### src/ipv4lpm_pkg.sv
// Shared types, codes and helpers for the IPv4 longest-prefix-match table.
// No dependencies; every other file in src uses this package.
package ipv4lpm_pkg;

    localparam int unsigned TABLE_ENTRIES_DEF = 64;
    localparam int unsigned ADDR_W            = 32;
    localparam int unsigned LEN_W             = 6;
    localparam logic [LEN_W-1:0] MAX_LEN      = 6'd32;

    typedef enum logic [1:0] {
        KIND_LOOKUP = 2'd0,
        KIND_ADD    = 2'd1,
        KIND_DELETE = 2'd2
    } kind_t;

    typedef enum logic [1:0] {
        ST_OK      = 2'd0,
        ST_BAD_LEN = 2'd1,
        ST_FULL    = 2'd2,
        ST_ABSENT  = 2'd3
    } status_t;

    // One request walking the cell chain, with what it has gathered so far.
    typedef struct packed {
        logic              active;
        logic              commit;
        logic [1:0]        kind;
        logic [ADDR_W-1:0] base;
        logic [LEN_W-1:0]  len;
        logic              found;
        logic [LEN_W-1:0]  mlen;
        logic              hit;
        logic              free_seen;
        logic              claimed;
    } token_t;

    typedef struct packed {
        logic             found;
        logic [LEN_W-1:0] mlen;
        status_t          status;
    } result_t;

    // Keep the first len bits of an address; len above 32 keeps all.
    function automatic logic [ADDR_W-1:0] len_mask(input logic [LEN_W-1:0] len);
        logic [ADDR_W-1:0] mask;
        if (len >= MAX_LEN) begin
            mask = '1;
        end
        else begin
            mask = ~({ADDR_W{1'b1}} >> len);
        end
        return mask;
    endfunction

endpackage

### src/ipv4lpm_cell.sv
// One table entry of the prefix chain: holds a prefix and passes the request on.
// Depends on ipv4lpm_pkg for token_t, kind codes and len_mask.
module ipv4lpm_cell (
    input  logic                clk,
    input  logic                rst_n,
    input  ipv4lpm_pkg::token_t tok_in,
    output ipv4lpm_pkg::token_t tok_out
);

    logic                           valid_reg;
    logic                           valid_next;
    logic [ipv4lpm_pkg::ADDR_W-1:0] prefix_reg;
    logic [ipv4lpm_pkg::LEN_W-1:0]  length_reg;
    logic                           write_en;
    logic                           exact;
    logic                           covers;
    logic                           active_reg;
    ipv4lpm_pkg::token_t            tok_reg;
    ipv4lpm_pkg::token_t            tok_next;

    assign exact  = valid_reg && (length_reg == tok_in.len) && (prefix_reg == tok_in.base);
    assign covers = valid_reg
                    && ((tok_in.base & ipv4lpm_pkg::len_mask(length_reg)) == prefix_reg);

    always_comb
    begin
        tok_next   = tok_in;
        valid_next = valid_reg;
        write_en   = 1'b0;
        if (tok_in.active)
        begin
            if (!tok_in.commit)
            begin
                if (tok_in.kind == ipv4lpm_pkg::KIND_LOOKUP)
                begin
                    if (covers && (!tok_in.found || (length_reg > tok_in.mlen)))
                    begin
                        tok_next.found = 1'b1;
                        tok_next.mlen  = length_reg;
                    end
                end
                else
                begin
                    tok_next.hit       = tok_in.hit | exact;
                    tok_next.free_seen = tok_in.free_seen | !valid_reg;
                end
            end
            else
            begin
                // claim the first free entry, or drop the matching one
                if ((tok_in.kind == ipv4lpm_pkg::KIND_ADD) && !valid_reg && !tok_in.claimed)
                begin
                    write_en         = 1'b1;
                    valid_next       = 1'b1;
                    tok_next.claimed = 1'b1;
                end
                if ((tok_in.kind == ipv4lpm_pkg::KIND_DELETE) && exact)
                begin
                    valid_next = 1'b0;
                end
            end
        end
    end

    always_ff @(posedge clk or negedge rst_n)
    begin
        if (!rst_n)
        begin
            valid_reg  <= 1'b0;
            active_reg <= 1'b0;
        end
        else
        begin
            valid_reg  <= valid_next;
            active_reg <= tok_in.active;
        end
    end

    always_ff @(posedge clk)
    begin
        tok_reg <= tok_next;
        if (write_en)
        begin
            prefix_reg <= tok_in.base;
            length_reg <= tok_in.len;
        end
    end

    always_comb
    begin
        tok_out        = tok_reg;
        tok_out.active = active_reg;
    end

endmodule

### config.mk
export PLATFORM = sky130hd
export DESIGN_NAME = ipv4lpm_cell
export DESIGN_NICKNAME = d
export VERILOG_FILES = /design/src/ipv4lpm_pkg.sv /design/src/ipv4lpm_cell.sv
export SDC_FILE = /design/constraint.sdc
export NUM_CORES = 1
export LEC_CHECK = 0
export ABC_AREA = 1
export BUFFER_PORTS_ARGS = -buffer_cell sky130_fd_sc_hd__clkbuf_2
export CORE_MARGIN = 1.5
export CORE_UTILIZATION = 57
export DETAILED_ROUTE_END_ITERATION = 8
export HOLD_SLACK_MARGIN = 0.12
export PLACE_DENSITY = 0.85
export SYNTH_ARGS = -nofsm -noshare
export SYNTH_HDL_FRONTEND = slang
export SYNTH_SLANG_ARGS = --single-unit
### constraint.sdc
create_clock -name clk -period 5.65 [get_ports clk]
set_input_delay 0.565 -clock clk [delete_from_list [all_inputs] [get_ports clk]]
set_output_delay 0.565 -clock clk [all_outputs]
set_load 0.05 [all_outputs]
## Word level (Yosys, flattened, before mapping)

Index checks and enable logic that the tools add are counted.

| cells by class | value |
|---|---|
| shift operators | 1 |
| equality and inequality tests | 5 |
| bitwise gates (word level) | 4 |
| reduce and logical (&&, ||, !) cells | 14 |
| magnitude comparators | 2 |
| mux-type cells | 13 |

Operators with widths:

| cell | count |
|---|---|
| == test 32 bit | 2 |
| bitwise AND 32 bit | 1 |
| two-way mux 32 bit | 1 |
| inverter 32 bit | 1 |
| >> shifter 32 x 6 -> 32 bit, first input constant | 1 |
| two-way mux 7 bit | 2 |
| two-way mux 10 bit | 1 |
| two-way mux 9 bit | 1 |
| logical AND 1 bit | 7 |
| two-way mux 1 bit | 7 |
| == test 6 bit | 1 |
| >= comparator 6 bit, second input constant | 1 |
| > comparator 6 bit | 1 |
| zero test 1 bit | 3 |
| AND reduction 3 bit | 1 |
| == test 2 x 1 -> 1 bit, second input constant | 1 |
| == test 2 bit, second input constant | 1 |
| zero test 2 bit | 1 |
| two-way mux 2 bit | 1 |
| bitwise OR 1 bit | 2 |
| nonzero test 2 bit | 1 |
| logical OR 1 bit | 1 |

| word-level totals | value |
|---|---|
| output and inout port bits | 52 |
| bits of input ports | 54 |
| bits in registers | 91 |

## Logic depth before layout (Yosys ltp)

| logic depth | value |
|---|---|
| depth after elaboration | 11 |
| depth in mapped cells | 16 |

## Worst setup path after synthesis

No wires, ideal clock.

| path | value |
|---|---|
| path kind | input to register |
| start | input tok_in[49] (netlist name) |
| end | register length_reg[0] (netlist name) (enable) |
| required time | 5.215 ns |
| data arrival time | 2.742 ns |
| cell stages on the path | 2 |
| setup slack | 2.473 ns |
| setup time | 0.435 ns |
| cell sequence | or4_1 nor2_1 |

| on the way | value |
|---|---|
| cells in the longest elaborated chain, start to end | 6 |

Ends and longest elaborated chain:

| element | RTL line | source |
|---|---|---|
| start: declaration | ipv4lpm_cell.sv:6 | `input ipv4lpm_pkg::token_t tok_in,` |
| == test 2 x 1 -> 1 bit | ipv4lpm_cell.sv:51 | `if ((tok_in.kind == ipv4lpm_pkg::KIND_ADD) && !valid_reg && !tok_in.claimed)` |
| logical AND 1 bit (2 in a row) | ipv4lpm_cell.sv:51 |  |
| two-way mux 1 bit | ipv4lpm_cell.sv:51 |  |
| two-way mux 1 bit | ipv4lpm_cell.sv:32 | `if (!tok_in.commit)` |
| two-way mux 1 bit | ipv4lpm_cell.sv:30 | `if (tok_in.active)` |
| net write_en | ipv4lpm_cell.sv:14 | `logic write_en;` |
| end signal: assignment | ipv4lpm_cell.sv:85 | `length_reg <= tok_in.len;` |
| end: declaration | ipv4lpm_cell.sv:13 | `logic [ipv4lpm_pkg::LEN_W-1:0] length_reg;` |

The timed path passes the listed nets, and every way through them passes these cells.
A chain may end at the register's enable or synchronous reset.

==> flow_results.org <==
** Timing
- After layout, the worst path uses 45.1% of the clock period.
- Setup violations, final :: 0
- Slew at the pin with the worst max-slew slack :: 1.17 ns
- For the final routed database, the setup TNS stands at 0 ns.
- For the finished layout, the period the worst path requires is roughly 2.6 ns.
- After layout, the worst setup slack is around 3.1 ns.
- The number of endpoints with negative hold slack in the final report was 0.
- Maximum clock frequency :: 0.392 GHz
- For the final database, setup skew stands at 0.0164 ns.
- Measured against its own limit, the worst slew margin works out to 22.1%.
- Setup repair after global routing missed its margin :: false
- Max Transition Viols Final :: 0

** Route
- Vias per std cell :: 5.20
- Final wirelength :: 10700 µm
- The first TritonRoute pass finished after 5 iterations.
- Average detailed-routed wire length per instance :: 14.6 µm
- The count of nets left with antenna violations once routing finished came out at 0.
- Via count :: 3836
- Number of design rule violations left after detail routing :: 0
- In this run, the number of DRC markers left after iteration 0 of detailed routing was 239.

** Worst setup path
- Cell with the largest stage delay on the worst path :: nor2_1
- The cell that appears most often on the critical path is nand2_1.
- Category of cells accounting for the largest share of critical-path delay :: simple AND/OR/NAND/NOR gates
- STA classifies the critical path endpoint as a flop.
- STA puts the critical path data required time at 5.91 ns.
- Endpoint arrival time on the critical path :: 2.81 ns
- Together, buffers and inverters on the worst path number 0.
- In this design, the stage delay of the slowest critical-path cell is 0.58 ns.
- Traced cell by cell, the critical path runs through nor2_1, nand2_1, o21ai_0, nand2_1, nor2_1, nand2_1, nor2_2, nand2_1, nor2_2, nand3_2, nand2_1, nand2_1.
- The critical path is of the flop to flop type.
- Setup crit start kind :: flop
- The worst register-to-register path begins at length_reg[3]$_DFFE_PP_.
- Crit Path Max Fanout :: 11
- CP startpoint :: length_reg[3]$_DFFE_PP_

** Clock network
- The H-tree generated during clock tree synthesis spans 3 levels.
- Counting every sink on the clock net gives 91.
- Bufs on Longest Clock Path :: 2
- TritonCTS built the clock tree.
- Clock-pin slew of the registers on the worst-case setup and hold paths :: 0.10 ns
- Buffer cell driving the clock tree root :: clkbuf_8
- Clock latency of the later-clocked register in the worst-skew pair :: ~0.36 ns
- Post-CTS sizing :: 0
- Clock buffer count from CTS :: 9

** Power and ir drop
- Summed over all cells, the static leakage comes to 2.53 nW.
- Clock power share :: 33.5%
- VDD sags by at most roughly 0.00016 V.
- Proportion of power drawn by combinational gates :: 13.6%
- Registers are responsible for 52.9% of the overall power.
- The internal portion of the total power is 976 µW.
- Net Sw Frac :: 28.0%
- Power Dens Cells :: ~270 nW/µm²
- Total power of the final layout :: 1.36 mW
- For this design the total switching power over the nets is 379 µW.

** Die
- After floorplanning, the core was sized to cover 7180 µm².
- Number of primary I/O pins :: 106
- Width of the die :: approximately 89 µm
- Die height :: 88.8 µm
- Total Die Area :: 7890 µm²
- The initialized floorplan defines 31 standard-cell rows.
- Starting utilization of the core area :: 58.5%

** Final layout
- For this run, the post-layout net count is 693.
- The number of antenna diodes in the final layout is 0.
- Relative to the synthesized area, the layout overhead comes to 19.9%.
- The register with the most flip-flops in the layout has a little over 50 of them.
- Non-Filler Cell Area, Final :: between 5000 and 6000 µm²
- Final core area utilization :: between 70% and 80%
- Proportion of layout cells with a drive suffix above 1 :: 21.0%

** Yosys
- Among all flip-flop cells after synthesis, the most frequent one is dfxtp_1.
- For this run, the register share of the synthesized area comes to 52.7%.
- Of all flip-flops after synthesis, the portion carrying an async set or reset was 2.20%.
- Dominant cells by area after synthesis :: edfxtp_1, dfxtp_1, nand2_1
- Number of cells produced by synthesis :: 522
- Total number of yosys warnings :: 0
- Cell Area, Synth :: around 4200 µm²
- Share of the synthesized area in the top cell type :: 27.2%
- Cell taking the most area after synthesis :: edfxtp_1
- nand2_1 is the most common cell in the netlist.
- In this run, synthesis inferred 38 flip-flops with an integrated enable.
- After synthesis the netlist holds a flip-flop and latch count of 91.
- A synthesized cell averages ~8.0 µm².
- Synth cell types :: 33
- Ranked by instance count, the synthesized netlist is headed by nand2_1, inv_1, nor2_1.
- Post-Synthesis Net Count :: 582

** Placed design
- Setup slack after placement :: 3.02 ns
- Area after detailed placement :: roughly 4800 µm²
- DP HPWL :: 8310 µm
- Routability-driven placement finished with a final weighted congestion of just under 1.
- Port buffering added 105 buffers.

** GRT
- Largest net degree at the start of global routing :: 40
- Global routing usage summed across all routing layers :: 28.5%
- First-pass GRT wire length :: 16700 µm
- The via count of the first global-routing pass was 3511.
- The number of antenna violations at the first check in global routing is 0.
- Congestion Overflow GR :: 0

** Min path
- The worst hold path belongs to the class primary input to flop.
- The startpoint identified for the worst hold timing path is tok_in[48].

** Run status
- Run status :: complete, no violations

** Run
- The tool flagged a number of max-cap violations equal to 0.
## cell type report
type | count | area (µm²)
Multi-Input combinational cell | 354 | 1680
Tap cell | 99 | 124
Clock inverter | 4 | 36.3
Fill cell | 585 | 2140
Sequential cell | 91 | 2210
Clock buffer | 12 | 178
Timing Repair Buffer | 107 | 543
Inverter | 70 | 263
## through the flow
stage | hold WS, ns | instances
6_report | 0.330 | 737
2_1_floorplan | 0.269 | 522
3_3_place_gp | 0.351 | 720
4_1_cts | 0.323 | 737
5_1_grt | 0.328 | 737
3_5_place_dp | 0.352 | 720
## logic make-up (layout without fill, tap and decap cells)
group	Yosys count	in the layout	synth area share, %
AOI/OAI and AO/OA	27	27	3.67
buffers and inverters	77	193	7.51
DFF	91	91	52.7
and+or+nand+nor	308	308	31.6
adders and majority gates	6	6	1.79
xor gates and xnor gates	13	13	2.71
## final timing paths
path | to | slack [ns] | depth (start not counted)
setup / recovery | tok_out[5]$_DFF_P_ | 3.10 | 12
hold / removal | tok_out[48]$_DFF_P_ | 0.33 | 1
setup reg to reg | tok_out[5]$_DFF_P_ | 3.10 | 12
hold reg to reg | tok_out[1]$_DFF_P_ | 0.54 | 1
max in group asynchronous | valid_reg$_DFFE_PN0P_ | 5.02 | 2
min in group asynchronous | active_reg$_DFF_PN0_ | 0.54 | 2
## layout by cell type, fill, tap and decap left out, types with 2 or more instances in the layout
cell type    n
o21ai_0     13
or2_2        3
nand4_1     10
nor4_1       5
inv_1       69
dfrtp_1      2
xor2_1      10
nor2_2       3
nand3_2      2
ha_1         6
nand2_1    167
o211ai_1     2
nor3_1       4
o22ai_1      4
nand3_1     43
nor2_4       2
dfxtp_1     51
clkbuf_8     9
a21oi_1      5
nand3b_1     6
nor2_1      59
clkbuf_16    2
xnor2_1      3
clkbuf_2   105
edfxtp_1    38
## repair_timing
action | CTS | global route
hold buffers | 1 | 0
buffers inserted | 0 | 0
endpoints found under the hold margin | 2 | 0
## per-layer routing
layer  GRT usage [%]  part of all wire [%]  up-vias
li1                -                     -     1896
met1            38.1                    44     1734
met2            44.7                    45      180
met3            5.22                   7.6       26
met4            14.3                   3.3        0
met5               0                     0        -
## power groups by stage
stage	sequential (mW)	clock (mW)	combinational [mW]
5_1_grt	0.720	0.486	0.200
3_5_place_dp	0.732	0	0.184
4_1_cts	0.717	0.461	0.185
2_1_floorplan	0.800	0	0.0502
3_3_place_gp	0.732	0	0.181
6_report	0.717	0.454	0.185
Note: power is estimated with default switching activity, not from simulation.
