`src/ipv4lpm_pkg.sv`:
```
// Shared types, codes and helpers for the IPv4 longest-prefix-match table.
// No dependencies; every other file in src uses this package.
package ipv4lpm_pkg;

    localparam int unsigned TABLE_ENTRIES_DEF = 64;
    localparam int unsigned ADDR_W            = 32;
    localparam int unsigned LEN_W             = 6;
    localparam logic [LEN_W-1:0] MAX_LEN      = 6'd32;

    typedef enum logic [1:0] {
        KIND_LOOKUP = 2'd0,
        KIND_ADD    = 2'd1,
        KIND_DELETE = 2'd2
    } kind_t;

    typedef enum logic [1:0] {
        ST_OK      = 2'd0,
        ST_BAD_LEN = 2'd1,
        ST_FULL    = 2'd2,
        ST_ABSENT  = 2'd3
    } status_t;

    // One request walking the cell chain, with what it has gathered so far.
    typedef struct packed {
        logic              active;
        logic              commit;
        logic [1:0]        kind;
        logic [ADDR_W-1:0] base;
        logic [LEN_W-1:0]  len;
        logic              found;
        logic [LEN_W-1:0]  mlen;
        logic              hit;
        logic              free_seen;
        logic              claimed;
    } token_t;

    typedef struct packed {
        logic             found;
        logic [LEN_W-1:0] mlen;
        status_t          status;
    } result_t;

    // Keep the first len bits of an address; len above 32 keeps all.
    function automatic logic [ADDR_W-1:0] len_mask(input logic [LEN_W-1:0] len);
        logic [ADDR_W-1:0] mask;
        if (len >= MAX_LEN) begin
            mask = '1;
        end
        else begin
            mask = ~({ADDR_W{1'b1}} >> len);
        end
        return mask;
    endfunction

endpackage

```
`src/ipv4lpm_if.sv`:
```
// Request and response channel interfaces of the prefix table.
// Depends on ipv4lpm_pkg for field widths.
interface ipv4lpm_req_if;
    logic                            valid;
    logic                            ready;
    logic [1:0]                      kind;
    logic [ipv4lpm_pkg::ADDR_W-1:0]  address;
    logic [ipv4lpm_pkg::LEN_W-1:0]   prefix_len;

    modport source (output valid, output kind, output address, output prefix_len,
                    input ready);
    modport sink   (input valid, input kind, input address, input prefix_len,
                    output ready);
endinterface

interface ipv4lpm_rsp_if;
    logic                            valid;
    logic                            ready;
    logic                            match_found;
    logic [ipv4lpm_pkg::LEN_W-1:0]   match_len;
    logic [1:0]                      status;

    modport source (output valid, output match_found, output match_len, output status,
                    input ready);
    modport sink   (input valid, input match_found, input match_len, input status,
                    output ready);
endinterface

```
`src/ipv4lpm_ctrl.sv`:
```
// Request intake, second-pass dispatch and response register of the prefix table.
// Depends on ipv4lpm_pkg and the channel interfaces in ipv4lpm_if.
module ipv4lpm_ctrl (
    input  logic                clk,
    input  logic                rst_n,
    ipv4lpm_req_if.sink         req,
    ipv4lpm_rsp_if.source       rsp,
    output ipv4lpm_pkg::token_t head,
    input  ipv4lpm_pkg::token_t tail
);

    logic                 busy_reg;
    logic                 busy_next;
    logic                 head_active_reg;
    logic                 head_active_next;
    ipv4lpm_pkg::token_t  head_reg;
    ipv4lpm_pkg::token_t  head_next;
    logic                 out_valid_reg;
    logic                 out_valid_next;
    ipv4lpm_pkg::result_t out_reg;
    ipv4lpm_pkg::result_t out_next;
    logic                 pend_valid_reg;
    logic                 pend_valid_next;
    ipv4lpm_pkg::result_t pend_reg;
    ipv4lpm_pkg::result_t pend_next;
    ipv4lpm_pkg::result_t tail_res;
    logic                 needs_commit;
    logic                 final_valid;
    logic                 accept;
    logic                 out_free;
    logic                 bad_len;

    assign req.ready = !busy_reg;
    assign accept    = req.valid && !busy_reg;
    assign bad_len   = tail.len > ipv4lpm_pkg::MAX_LEN;

    // decide the outcome of a request leaving the chain
    always_comb
    begin
        tail_res.found  = 1'b0;
        tail_res.mlen   = '0;
        tail_res.status = ipv4lpm_pkg::ST_OK;
        needs_commit    = 1'b0;
        if (!tail.commit)
        begin
            case (tail.kind)
                ipv4lpm_pkg::KIND_LOOKUP:
                begin
                    tail_res.found = tail.found;
                    tail_res.mlen  = tail.mlen;
                end
                ipv4lpm_pkg::KIND_ADD:
                begin
                    if (bad_len)
                        tail_res.status = ipv4lpm_pkg::ST_BAD_LEN;
                    else if (tail.hit)
                        tail_res.status = ipv4lpm_pkg::ST_OK;
                    else if (!tail.free_seen)
                        tail_res.status = ipv4lpm_pkg::ST_FULL;
                    else
                        needs_commit = 1'b1;
                end
                ipv4lpm_pkg::KIND_DELETE:
                begin
                    if (bad_len)
                        tail_res.status = ipv4lpm_pkg::ST_BAD_LEN;
                    else if (!tail.hit)
                        tail_res.status = ipv4lpm_pkg::ST_ABSENT;
                    else
                        needs_commit = 1'b1;
                end
                default:
                begin
                    tail_res.status = ipv4lpm_pkg::ST_OK;
                end
            endcase
        end
    end

    assign final_valid = tail.active && !needs_commit;

    always_comb
    begin
        head_next        = head_reg;
        head_active_next = 1'b0;
        if (accept)
        begin
            head_active_next   = 1'b1;
            head_next.commit   = 1'b0;
            head_next.kind     = req.kind;
            head_next.len      = req.prefix_len;
            head_next.base     = (req.kind == ipv4lpm_pkg::KIND_LOOKUP) ? req.address
                                 : (req.address & ipv4lpm_pkg::len_mask(req.prefix_len));
            head_next.found     = 1'b0;
            head_next.mlen      = '0;
            head_next.hit       = 1'b0;
            head_next.free_seen = 1'b0;
            head_next.claimed   = 1'b0;
        end
        else if (tail.active && needs_commit)
        begin
            head_active_next  = 1'b1;
            head_next         = tail;
            head_next.commit  = 1'b1;
            head_next.claimed = 1'b0;
        end
    end

    assign out_free = !out_valid_reg || rsp.ready;

    always_comb
    begin
        busy_next       = busy_reg;
        out_valid_next  = out_valid_reg;
        out_next        = out_reg;
        pend_valid_next = pend_valid_reg;
        pend_next       = pend_reg;
        if (accept)
            busy_next = 1'b1;
        if (out_free)
        begin
            if (pend_valid_reg)
            begin
                out_valid_next  = 1'b1;
                out_next        = pend_reg;
                pend_valid_next = 1'b0;
                busy_next       = 1'b0;
            end
            else if (final_valid)
            begin
                out_valid_next = 1'b1;
                out_next       = tail_res;
                busy_next      = 1'b0;
            end
            else
            begin
                out_valid_next = 1'b0;
            end
        end
        else if (final_valid)
        begin
            // hold the result until the response register drains
            pend_valid_next = 1'b1;
            pend_next       = tail_res;
        end
    end

    always_ff @(posedge clk or negedge rst_n)
    begin
        if (!rst_n)
        begin
            busy_reg        <= 1'b0;
            head_active_reg <= 1'b0;
            out_valid_reg   <= 1'b0;
            pend_valid_reg  <= 1'b0;
        end
        else
        begin
            busy_reg        <= busy_next;
            head_active_reg <= head_active_next;
            out_valid_reg   <= out_valid_next;
            pend_valid_reg  <= pend_valid_next;
        end
    end

    always_ff @(posedge clk)
    begin
        head_reg <= head_next;
        out_reg  <= out_next;
        pend_reg <= pend_next;
    end

    always_comb
    begin
        head        = head_reg;
        head.active = head_active_reg;
    end

    assign rsp.valid       = out_valid_reg;
    assign rsp.match_found = out_reg.found;
    assign rsp.match_len   = out_reg.mlen;
    assign rsp.status      = out_reg.status;

endmodule

```
`src/flat_wrapper.sv`:
```
// flat-port wrapper written by rule: the top's interface ports become plain ports
module ipv4lpm_ctrl_flat 
  (clk, rst_n, head, tail, req_valid, req_kind, req_address, req_prefix_len, req_ready, rsp_valid, rsp_match_found, rsp_match_len, rsp_status, rsp_ready);
  ipv4lpm_req_if req_i ();
  ipv4lpm_rsp_if rsp_i ();
  input  logic clk;
  input  logic rst_n;
  output ipv4lpm_pkg::token_t head;
  input  ipv4lpm_pkg::token_t tail;
  input wire logic [$bits(req_i.valid)-1:0] req_valid;
  input wire logic [$bits(req_i.kind)-1:0] req_kind;
  input wire logic [$bits(req_i.address)-1:0] req_address;
  input wire logic [$bits(req_i.prefix_len)-1:0] req_prefix_len;
  output wire logic [$bits(req_i.ready)-1:0] req_ready;
  output wire logic [$bits(rsp_i.valid)-1:0] rsp_valid;
  output wire logic [$bits(rsp_i.match_found)-1:0] rsp_match_found;
  output wire logic [$bits(rsp_i.match_len)-1:0] rsp_match_len;
  output wire logic [$bits(rsp_i.status)-1:0] rsp_status;
  input wire logic [$bits(rsp_i.ready)-1:0] rsp_ready;
  assign req_i.valid = req_valid;
  assign req_i.kind = req_kind;
  assign req_i.address = req_address;
  assign req_i.prefix_len = req_prefix_len;
  assign req_ready = req_i.ready;
  assign rsp_valid = rsp_i.valid;
  assign rsp_match_found = rsp_i.match_found;
  assign rsp_match_len = rsp_i.match_len;
  assign rsp_status = rsp_i.status;
  assign rsp_i.ready = rsp_ready;
  ipv4lpm_ctrl u_core (.clk(clk), .rst_n(rst_n), .req(req_i), .rsp(rsp_i), .head(head), .tail(tail));
endmodule
```
`config.mk`:
```
export PLATFORM = sky130hd
export DESIGN_NAME = ipv4lpm_ctrl_flat
export DESIGN_NICKNAME = d
export VERILOG_FILES = /design/src/ipv4lpm_pkg.sv /design/src/ipv4lpm_if.sv /design/src/ipv4lpm_ctrl.sv /design/src/flat_wrapper.sv
export SDC_FILE = /design/constraint.sdc
export NUM_CORES = 1
export LEC_CHECK = 0
export ABC_AREA = 1
export BUFFER_PORTS_ARGS = -buffer_cell sky130_fd_sc_hd__buf_2
export CELL_PAD_IN_SITES_DETAIL_PLACEMENT = 0
export CELL_PAD_IN_SITES_GLOBAL_PLACEMENT = 2
export CORE_MARGIN = 10
export CORE_UTILIZATION = 26
export DETAILED_ROUTE_END_ITERATION = 6
export GPL_ROUTABILITY_DRIVEN = 1
export PLACE_DENSITY_LB_ADDON = 0.1
export SYNTH_ARGS = -nofsm -noshare
export SYNTH_HDL_FRONTEND = slang
export SYNTH_SLANG_ARGS = --single-unit
```
`constraint.sdc`:
```
create_clock -name clk -period 2.67 [get_ports clk]
set_input_delay 0.6675 -clock clk [delete_from_list [all_inputs] [get_ports clk]]
set_output_delay 0.6675 -clock clk [all_outputs]
set_load 0.05 [all_outputs]
```
After elaboration in Yosys (flattened, before gate mapping)
Index checks and enable logic that the tools add are counted.

Shift operators: 1. Reduce and logical (&&, ||, !) cells: 14. Eq/ne operators: 2. Bitwise operators: 3. Order comparisons: 2. Muxes and demuxes: 32.

Operator list (count): two-way mux 50 bit (2); two-way mux 32 bit (3); bitwise AND 32 bit (1); inverter 32 bit (1); right shift 32 x 6 -> 32 bit (first input constant) (1); two-way mux 9 bit (3); two-way mux 1 bit (16); two-way mux 2 bit (5); two-way mux 7 bit (1); >= comparator 6 bit (second input constant) (1); greater-than comparator 6 bit (second input constant) (1); nonzero test 2 bit (3); logical NOT 2 bit (2); one-hot mux 2 bit (2 select lines) (1); AND reduction 2 bit (2); logical AND 1 bit (3); logical NOT 1 bit (3); == test 2 x 1 -> 1 bit (second input constant) (1); == test 2 bit (second input constant) (1); one-hot mux 1 bit (2 select lines) (1); logical OR 1 bit (1); inverter 1 bit (1).

Output and inout port bits: 63. Input bits: 96. Bits in registers: 72. Logic and storage cells: 72.

Depth between registers and ports, before layout
Depth in word-level cells: 10. Gate-level depth with buffers: 9. Gate-level depth less buffers: 9.

Worst setup path before layout
Ideal clock, no wire load.

Path type: input to register. Start point: in tail[48] in the netlist's numbering. End point: reg u_core.head_reg (netlist bit u_core.head[10]) (enable). Required time: 2271 ps. Arrival: 2413 ps. Stages on the path: 7. Path buffers: 1. Slack: -141 ps. Setup time: 399 ps. Cell sequence: inv_1 ha_1 nand2_2 a21oi_2 nand4_2 buf_2 nand2_1.

Word-level cells in the longest chain between the ends: 5. Elaborated cells between the ends (all ways): 6. Classes of those cells: eq/ne: 2; mux: 2; reduce/logical: 2.

Ends and longest elaborated chain: from (decl) (line flat_wrapper.sv:9) `input ipv4lpm_pkg::token_t tail;`; == test 2 bit or == test 2 x 1 -> 1 bit (tied branches) (line ipv4lpm_ctrl.sv:46) `case (tail.kind)`; one-hot mux 1 bit (2 select lines) * (line ipv4lpm_ctrl.sv:46); two-way mux 1 bit * (line ipv4lpm_ctrl.sv:44) `if (!tail.commit)`; logical AND 1 bit * (line ipv4lpm_ctrl.sv:100) `else if (tail.active && needs_commit)`; nonzero test 2 bit (no source line) *; to (signal assigned) (line ipv4lpm_ctrl.sv:168) `head_reg <= head_next;`; to (decl) (line ipv4lpm_ctrl.sv:16) `ipv4lpm_pkg::token_t head_reg;`.

Mark *: on every way between the ends. The rest lies on a longest branch, timed or not. A chain may end at the register's enable or synchronous reset.

Worst setup path after layout
Start point: in tail[48] in the netlist's numbering. End point: reg u_core.out_reg (netlist bit u_core.rsp.match_len[4]) (enable).

Word-level cells in the longest chain between the ends: 7. Elaborated cells between the ends (all ways): 8. Classes of those cells: eq/ne: 2; mux: 2; reduce/logical: 4.

Ends and longest elaborated chain: == test 2 bit or == test 2 x 1 -> 1 bit (tied branches) (line ipv4lpm_ctrl.sv:46); one-hot mux 1 bit (2 select lines) * (line ipv4lpm_ctrl.sv:46); two-way mux 1 bit * (line ipv4lpm_ctrl.sv:44); logical NOT 1 bit * (line ipv4lpm_ctrl.sv:80) `assign final_valid = tail.active && !needs_commit;`; logical AND 1 bit * (line ipv4lpm_ctrl.sv:80); nonzero test 2 bit (no source line) *; AND reduction 2 bit (no source line) *; to (signal assigned) (line ipv4lpm_ctrl.sv:169) `out_reg <= out_next;`; to (decl) (line ipv4lpm_ctrl.sv:20) `ipv4lpm_pkg::result_t out_reg;`.

Marked as above.

==> key figures <==
Run status
  – Run status: finished clean

Timing
  – Tcrit/Tclk final: 80.10%
  – Setup violators final: 0
  – Slew Limit Fails: 0
  – Slew margin rel.: around 38%
  – Clock Skew: 0.007377 ns
  – RSZ-0062 raised after global routing: false
  – Setup TNS: 0 ns
  – Slew @ Worst Pin: between 0.9 and 1 ns
  – Hold Fails Final Rpt: 0
  – Max frequency: about 0.47 GHz
  – Final min period: 2.139 ns

Worst setup path
  – R2R Path Start: u_core.pend_valid_reg
  – CP max-delay cell: nor2_1
  – Crit path capture type: flop
  – CP Class: primary input to flop
  – Worst Path Max Fanout: 9
  – Worst-path cell chain: buf_2 > inv_1 > ha_1 > inv_1 > o21ai_1 > nand3_1 > nand2_1 > nand2_1 > inv_1 > nor2_1
  – Cell mode on critical path: inv_1
  – Crit path DAT: approximately 2.1 ns
  – Critical path's top delay family: simple AND/OR/NAND/NOR gates
  – FF-to-FF End: u_core.rsp.match_len[4]
  – Worst setup SP type: primary input
  – Buf/Inv on CP: 4
  – R2R Setup Slk: ~0.69 ns
  – Required @ worst endpoint: between 2 and 3 ns
  – Reg2Reg Depth: 4
  – Crit path largest cell delay: ~0.5 ns

Final layout
  – Largest register FFs: 50
  – Fin util: between 30 and 40%
  – Layout cells sized above 1: 33.76%
  – Final nets: roughly 640
  – Layout area overhead: 37.71%

Power and ir drop
  – Int Power: between 0.002 and 0.0025 W
  – P_sw: around 0.0010 W
  – Seq pwr share: 39.7%
  – VDD IR max: 0.2292 mV
  – Cell leakage power: between 2 and 2.5 nW
  – Clock share of power: about two fifths
  – Gate power share: between 20% and 30%
  – Sw Share: a little under a third
  – PwrDens: between 700 and 800 nW/µm²

Floorplanning
  – DIE AREA: between 15,000 and 20,000 µm²
  – Core Box Area: roughly 13,000 µm²
  – Initial core utilization: between 20% and 30%
  – Chip height: 135.4 µm
  – Row count: between 40 and 50
  – Die W: between 100 and 150 µm
  – IO Count: between 150 and 200

Routing
  – Wirelength per Cell: 17.29 µm
  – Drt first-iter violations: 210
  – Post-route antenna net violation count: 0
  – Via/cell ratio: roughly 4.3
  – Total Routed Length: 12,450 µm
  – DR pass1 iterations: 4
  – Via count: 3,128
  – Post-route DRC: 0

Run
  – Max-Cap Viols: 0

Clock network
  – CTS sink cnt: 72
  – Setup bufs post-CTS: 0
  – Clock transition at path regs: around 0.06 ns
  – TritonCTS clock tree: done
  – CTS max path bufs: 2
  – Post-cts hold buffer count: 0
  – H-tree lvl count: 3
  – Worst skew pair latency: between 0.3 and 0.4 ns
  – CTS buffer count: 9
  – Post-CTS sizing: 0
  – Root Buffer: clkbuf_16

Yosys
  – Yosys reg bits: slightly above 70
  – Mean Syn Cell Area: 8.989 µm²
  – Top FF cell, synth: edfxtp_1
  – Commonest cells in the netlist: nand2_1 (121), edfxtp_1 (58), nor2_1 (41)
  – Top cells by area, synth: edfxtp_1 (50%), nand2_1 (13%), dfxtp_1 (5.8%)
  – Yosys warning count: 0
  – Share of the synthesized area in the top cell type: 50.33%
  – Syn Inst Count: ~390
  – Seq/Total Area, Yosys: 59.00%
  – Synth unique cells: 28
  – Fraction of registers with async set/reset: 5.556%
  – Number of synthesized flops with an enable pin: 58
  – Syn Std Cell Area: between 3000 and 4000 µm²
  – Net Count, Synth: just under 500
  – Cell with the most instances after synthesis: nand2_1
  – Yosys top cell by area: edfxtp_1

Global routing
  – First-pass GRT wire length: between 15,000 and 20,000 µm
  – Vias in the first global route: 3,339
  – GRT Total Usage: a little over an eighth
  – Total grt overflow: 0
  – Pin count of the biggest net entering global routing: 62
  – Antenna violations before repair: 3

Hold path
  – Worst hold path class: primary input to async pin

Placement
  – Final RePlAce weighted congestion: around 0.76
  – Number of buffers added on ports: 156
  – Hpwl dp: 9625 µm
==> through the flow <==
stage / hold WS [ns] / worst slack (ns) / instances / total power, W / area [µm²]
after floorplan: 0.3719 / 0.2480 / 385 / 0.001870 / 3463
after global placement: 0.4525 / 0.1918 / 702 / 0.002114 / 4441
after detailed placement: 0.4598 / 0.1457 / 702 / 0.002118 / 4441
after CTS: 0.1203 / 0.5001 / 718 / 0.003441 / 4761
after global routing: 0.1198 / 0.2699 / 719 / 0.003557 / 4763
final: 0.1283 / 0.5314 / 720 / 0.003394 / 4766
==> layer usage <==
layer | vias up | part of all wire, % | GRT usage [%]
li1 | 1604 | - | -
met1 | 1398 | 44 | 16.50
met5 | - | 0.10 | 0
met4 | 2 | 1.4 | 4.306
met2 | 108 | 45 | 20.73
met3 | 16 | 9.2 | 6.306
==> placed cells by master, fill, tap and decap left out, drive strengths merged, types with 4 or more instances in the layout <==
| cell type | instances |
|---|---|
| edfxtp | 58 |
| clkbuf | 10 |
| o211ai | 4 |
| dfrtp | 4 |
| nor2 | 41 |
| o22ai | 27 |
| o21ai | 31 |
| nand3 | 11 |
| nand2 | 122 |
| inv | 36 |
| clkinv | 4 |
| buf | 160 |
| a21oi | 11 |
| dfxtp | 10 |
==> power groups by stage <==
stage	Sequential [W]	Combinational, W	Clock, W
global placement	0.00137	0.000745	0
CTS	0.00135	0.000747	0.00134
finish	0.00135	0.000735	0.00131
floorplan	0.00164	0.000229	0
global route	0.00136	0.000798	0.00140
detailed placement	0.00137	0.000746	0
==> worst max path at each step <==
stage / from / endpoint / slack, ns / cells after the start
after floorplan: tail[48] / u_core.head[10] / 0.25 / 7
after global placement: tail[48] / u_core.rsp.match_len[5] / 0.19 / 10
after detailed placement: tail[48] / u_core.rsp.match_len[1] / 0.15 / 10
after CTS: tail[48] / u_core.rsp.match_len[4] / 0.50 / 10
after global routing: tail[48] / u_core.rsp.match_len[4] / 0.27 / 10
final: tail[48] / u_core.rsp.match_len[4] / 0.53 / 10
==> cell families after synthesis <==
kind of cell	Yosys count	synth area share [%]
simple gates	180	20.57
flops	72	59.00
compound gates	74	12.36
buf+inv	55	6.869
fa+ha+maj	3	1.085
other cells	1	0.1084
==> final cells by class <==
| cell class | instances | area, µm² |
|---|---|---|
| well taps | 176 | 220.2 |
| clock inverters | 6 | 81.33 |
| diodes | 2 | 5.005 |
| multi-input cells | 258 | 1195 |
| inverters | 36 | 135.1 |
| clock buffers | 10 | 239.0 |
| fillers | 1447 | 8372 |
| flip-flops and latches | 72 | 2042 |
| repair buffers | 160 | 848.3 |
No activity file was read; power rests on OpenSTA's default activity.
